$ cat src/hw/rtl/smr_pkg.sv
package smr_pkg;

   localparam int ADDR_W   = 44;
   localparam int EXT_W    = ADDR_W + 1;
   localparam int DATA_W   = 64;
   localparam int KIND_W   = 3;
   localparam int CPU_W    = 2;
   localparam int SIZE_W   = 2;
   localparam int RLEN_W   = 7;
   localparam int STATUS_W = 3;
   localparam int LOST_W   = 4;
   localparam int LIMIT_W  = 17;
   localparam int OWNER_W  = 4;

   localparam logic [LIMIT_W-1:0] LIMIT_RESET = 17'h10000;

   // Request kinds.
   localparam logic [KIND_W-1:0] KIND_READ  = 3'd0;
   localparam logic [KIND_W-1:0] KIND_WRITE = 3'd1;
   localparam logic [KIND_W-1:0] KIND_SET   = 3'd2;
   localparam logic [KIND_W-1:0] KIND_CLEAR = 3'd3;
   localparam logic [KIND_W-1:0] KIND_QUERY = 3'd4;

   // Response status codes.
   localparam logic [STATUS_W-1:0] STATUS_OK      = 3'd0;
   localparam logic [STATUS_W-1:0] STATUS_ALIGN   = 3'd1;
   localparam logic [STATUS_W-1:0] STATUS_BADADDR = 3'd2;
   localparam logic [STATUS_W-1:0] STATUS_IGNORED = 3'd3;
   localparam logic [STATUS_W-1:0] STATUS_FULL    = 3'd4;

   typedef struct packed {
      logic [KIND_W-1:0] kind;
      logic [CPU_W-1:0]  cpu;
      logic [ADDR_W-1:0] address;
      logic [SIZE_W-1:0] size_code;
      logic [DATA_W-1:0] write_data;
      logic [RLEN_W-1:0] res_size;
   } req_type;

   typedef struct packed {
      logic [DATA_W-1:0]   read_data;
      logic [STATUS_W-1:0] status;
      logic                reserved;
      logic [LOST_W-1:0]   lost_mask;
   } rsp_type;

   // Answer of the reservation monitor for the item being executed.
   typedef struct packed {
      logic              reserved;
      logic              table_full;
      logic [LOST_W-1:0] lost_mask;
   } mon_rsp_type;

   // Number of bytes of an access, 1 << size_code.
   function automatic logic [3:0] access_bytes(input logic [SIZE_W-1:0] size_code);
      return 4'd1 << size_code;
   endfunction

endpackage

$ cat src/hw/rtl/smr_monitor.sv
module smr_monitor #(
   parameter int CPUS          = 4,
   parameter int SLOTS_PER_CPU = 2
) (
   input  logic                 clock,
   input  logic                 reset,
   input  logic                 fire,
   input  logic                 write_ok,
   input  smr_pkg::req_type     req,
   output smr_pkg::mon_rsp_type mon
);
   import smr_pkg::*;

   localparam int NSLOTS = CPUS * SLOTS_PER_CPU;

   logic [NSLOTS-1:0] valid_ff, valid_in;
   logic [ADDR_W-1:0] addr_ff [NSLOTS];
   logic [ADDR_W-1:0] addr_in [NSLOTS];
   logic [RLEN_W-1:0] len_ff [NSLOTS];
   logic [RLEN_W-1:0] len_in [NSLOTS];

   logic [NSLOTS-1:0] mine, match, free_slot, overlap, drop, clr, pick;
   logic [ADDR_W-1:0] aligned;
   logic [EXT_W-1:0]  range_start, range_end;
   logic [LOST_W-1:0] lost;

   assign aligned     = {req.address[ADDR_W-1:3], 3'b000};
   assign range_start = {1'b0, aligned};
   assign range_end   = ({1'b0, req.address} + EXT_W'(access_bytes(req.size_code))
                         + EXT_W'(7)) & ~EXT_W'(7);

   for (genvar i = 0; i < NSLOTS; i++) begin : g_slot
      localparam logic [OWNER_W-1:0] OWNER = OWNER_W'(i / SLOTS_PER_CPU);
      logic [EXT_W-1:0] slot_end;

      assign slot_end     = {1'b0, addr_ff[i]} + EXT_W'(len_ff[i]);
      assign mine[i]      = (OWNER == OWNER_W'(req.cpu));
      assign match[i]     = mine[i] && valid_ff[i] && (addr_ff[i] == aligned);
      assign free_slot[i] = mine[i] && !valid_ff[i];
      assign overlap[i]   = valid_ff[i] && !mine[i]
                            && (range_start < slot_end)
                            && (range_end > {1'b0, addr_ff[i]});
      assign clr[i]       = mine[i] && ((req.address == '0) || match[i]);
   end

   assign drop = write_ok ? overlap : '0;

   // Prefer the slot that already holds this address, else the lowest free one.
   assign pick = (|match) ? (match & (~match + NSLOTS'(1)))
                          : (free_slot & (~free_slot + NSLOTS'(1)));

   // The lost mask is only reported for a successful write, so it is taken
   // from the overlap itself and does not wait on the write decision.
   for (genvar c = 0; c < LOST_W; c++) begin : g_lost
      if (c < CPUS) begin : g_have
         assign lost[c] = |overlap[c*SLOTS_PER_CPU +: SLOTS_PER_CPU];
      end else begin : g_none
         assign lost[c] = 1'b0;
      end
   end

   always_comb begin
      valid_in = valid_ff;
      addr_in  = addr_ff;
      len_in   = len_ff;
      if (fire) begin
         unique case (req.kind)
            KIND_WRITE: begin
               valid_in = valid_ff & ~drop;
            end
            KIND_SET: begin
               for (int i = 0; i < NSLOTS; i++) begin
                  if (pick[i]) begin
                     valid_in[i] = 1'b1;
                     addr_in[i]  = aligned;
                     len_in[i]   = req.res_size;
                  end
               end
            end
            KIND_CLEAR: begin
               valid_in = valid_ff & ~clr;
            end
            default: begin
            end
         endcase
      end
   end

   always_ff @(posedge clock) begin
      if (reset) begin
         valid_ff <= '0;
      end else begin
         valid_ff <= valid_in;
      end
   end

   always_ff @(posedge clock) begin
      addr_ff <= addr_in;
      len_ff  <= len_in;
   end

   assign mon.reserved   = |match;
   assign mon.table_full = ~|pick;
   assign mon.lost_mask  = lost;

   a_pick_single: assert property (@(posedge clock) disable iff (reset)
      $onehot0(pick))
      else $error("more than one reservation slot picked");

endmodule

$ cat config.mk
export PLATFORM = sky130hd
export DESIGN_NAME = smr_monitor
export DESIGN_NICKNAME = d
export VERILOG_FILES = /design/src/hw/rtl/smr_pkg.sv /design/src/hw/rtl/smr_monitor.sv
export SDC_FILE = /design/constraint.sdc
export NUM_CORES = 2
export LEC_CHECK = 0
export CAP_MARGIN = 10
export CORE_UTILIZATION = 45
export CTS_CLUSTER_DIAMETER = 200
export DETAILED_ROUTE_END_ITERATION = 6
export DONT_BUFFER_PORTS = 1
export PLACE_DENSITY = 0.59
export SYNTH_ARGS = -nofsm -noshare
export SYNTH_HDL_FRONTEND = slang
export SYNTH_SLANG_ARGS = --single-unit
$ cat constraint.sdc
create_clock -name clock -period 8.2 [get_ports clock]
set_clock_uncertainty 0.1 [all_clocks]
set_input_delay 0.41 -clock clock [delete_from_list [all_inputs] [get_ports clock]]
set_output_delay 0.41 -clock clock [all_outputs]
set_load 0.02 [all_outputs]
==> results.yml <==
status:
  outcome: "complete, no violations"
floorplanning:
  die_x_um: 296
  initial_core_util_pct: 45.6
  core_area_um2: 85500
  die_h_um: 296
  design.die.area_um2: 87800
  rows: 107
  ios: 132
critical_path:
  endpoint_kind: "output port"
  crit_required_ns: 7.69
  arrival_ns: 6.86
  path_class: "in2out"
  cp-start-kind: "primary input"
  crit_fanout: 10
yosys:
  ys.flop_type: "edfxtp_1"
  yosysSeqAreaShare_pct: 30.0
  yosysWarnings: 0
  synth_edf_count: 384
  syn-cell-area_um2: 39000
  ys_seq_elements: 392
  syn_area_per_cell_um2: 9.49
  ys_types: 77
  ys_async_sr_fraction_pct: 0
  synth_cells: 4107
  syn_nets: 4935
detailed_routing:
  drt-pass1-iter-count: 6
  drcViolationCount: 0
  ant_nets: 0
  avgRoutedWirePerCell_um: 28.3
  wl_um: 152000
  vias_per_cell: 6.17
  num_vias: 33234
  first_iter_violations: 3689
placement:
  dp_slack_ns: 1.04
  routabilityCongestion: 0.976
  dp_hpwl_um: 106000
  port-buffer-count: 0
clocking:
  clock_latency_ns: 0.63
  cts.repair.resized: 0
  cts.sink_count: 392
  clock-root-buffer: "clkbuf_16"
  cts_tree: "built"
  clock_path_buffers: 3
  htreeDepth: 2
  path_clk_slew_ns: 0.06
  cts_setup_buffers: 0
  cts_buffers: 51
  ctsHoldBuffers: 51
sta:
  final-max-slew-violation-count: 0
  layout_setup_ws_ns: 0.829
  min_period_ns: 7.37
  setup_viol: 0
  tns_ns: 0
  min_period_over_period_pct: 89.9
  worst_pin_slew_ns: 1.41
  rsz0062_at_grt: "no"
  fmax_mhz: 136
  finalHoldViolations: 0
  slew_headroom_pct: 4.70
finish:
  nNetsFinal: 5030
  fill_cells: 7949
  area_growth_pct: 10.2
  final_cell_mix: "ha_1 (694), xnor2_1 (416), edfxtp_1 (384)"
  layout-drive-gt1-share_pct: 4.53
  final_util_pct: 50.2
  final_common_cell: "ha_1"
global_routing:
  grt_max_degree: 50
  grt_pass1_wl_um: 216000
  grt_pass1_vias: 30390
  overflow: 0
  grt.total_usage_pct: 34.4
  antenna_found_initial: 4
flow_run:
  cap_violations: 0
min_path:
  hold_class: "in2reg"
power_and_ir_drop:
  total_power_mw: 5.59
  irDropWorstVdd_mv: 0.127
  cellPowerDensity_nw_per_um2: 130
  p_leak_nw: 17.4
==> critical path, cell delays in order <==
cell	delay (ns)
nand2b_1	0.12
ha_1	0.27
inv_1	0.04
ha_1	0.21
or2_2	0.31
o221a_2	0.27
a31oi_1	0.85
nor2_1	0.18
and2_1	0.33
nand4_1	0.23
inv_1	0.09
and2_1	0.17
xor2_1	0.62
buf_4	0.29
ha_1	0.14
nand4_1	0.12
nor4_1	0.46
o211ai_1	0.19
a31oi_1	0.47
o41ai_1	0.12
a221o_1	0.39
nor3_1	0.26
o21bai_1	0.33
==> through the flow <==
step                      std cells  instance area, um^2  hold slack (ns)
after global placement         5240                40600            0.410
final                          5388                43000           0.0290
after detailed placement       5240                40600            0.410
after floorplan                4107                39000            0.387
after CTS                      5385                43000          0.00648
after global routing           5387                43000          0.00569
==> path summary, 6_finish.rpt <==
| check | start | endpoint | slack, ns | cells past startpoint |
|---|---|---|---|---|
| max | req[71] | mon[2] | 0.83 | 23 |
| min | reset | valid_ff[5] | 0.03 | 3 |
| max reg2reg | addr_ff[47] | valid_ff[6] | 2.06 | 20 |
| min reg2reg | valid_ff[0] | valid_ff[0] | 0.51 | 2 |
==> report_power, final <==
part           total (mW)  leakage (nW)  switching [mW]  internal [mW]
combinational       0.837          13.0           0.521          0.316
clock                2.52         0.873           0.999           1.52
sequential           2.23          3.52          0.0184           2.21
total                5.59          17.4            1.54           4.05
==> cell type report <==
type / instances / area [um^2] / area share [%]
timing repair buffer: 122 / 1040 / 2.42
tap: 1144 / 1430 / 3.33
inverter: 377 / 1420 / 3.29
clock buffer: 57 / 1340 / 3.12
multi-input combinational: 3258 / 25600 / 59.5
clock inverter: 37 / 472 / 1.10
sequential: 392 / 11700 / 27.2
antenna: 1 / 2.50 / 0.00582
==> cells by family after synthesis <==
| logic type | count (synthesis) | share of synthesized area [%] |
|---|---|---|
| flops | 392 | 30.0 |
| xor+xnor | 678 | 15.2 |
| simple gates | 1241 | 17.0 |
| buf+inv | 457 | 4.57 |
| compound gates | 637 | 10.5 |
| fa+ha+maj | 702 | 22.7 |
==> layer usage <==
metal / share of wire, % / vias up / GRT usage (%) / wire, um
met5: 0.0066 / - / 0 / 10
met4: 4.0 / 2 / 11.8 / 6070
met3: 11 / 282 / 8.76 / 17300
met2: 41 / 1674 / 50.4 / 62600
met1: 44 / 15922 / 48.7 / 66300
li1: - / 15354 / - / -
==> registers in the layout (all words and copies together), names as in the netlist <==
name / flops
len_ff: 56
valid_ff: 8
addr_ff: 328
==> Yosys cell counts (all sizes together) (6+ instances only) <==
cell,n,area (um^2)
inv,377,1420
xnor2,418,3660
ha,694,8680
a31oi,6,37.5
o31ai,12,90.1
a2111oi,18,158
buf,45,234
and3,41,257
nor2b,45,282
or4,18,135
o22ai,13,81.3
nand2,222,833
o221ai,7,61.3
nor4,133,885
o2111ai,13,114
nor2,175,657
o211ai,23,173
nor4b,7,61.3
or3,16,100
nor3,116,581
nand2b,25,156
nand3,161,811
fa,8,160
nand4,208,1300
o21ai,131,656
o21a,22,165
and4,26,228
edfxtp,384,11500
clkbuf,35,133
xor2,260,2280
or2,11,68.8
a221oi,9,78.8
and2,13,81.3
dfxtp,8,160
a21oi,190,951
a21o,103,773
a211oi,42,315
nor3b,6,45.0
Power figures use the tool's default switching activity.
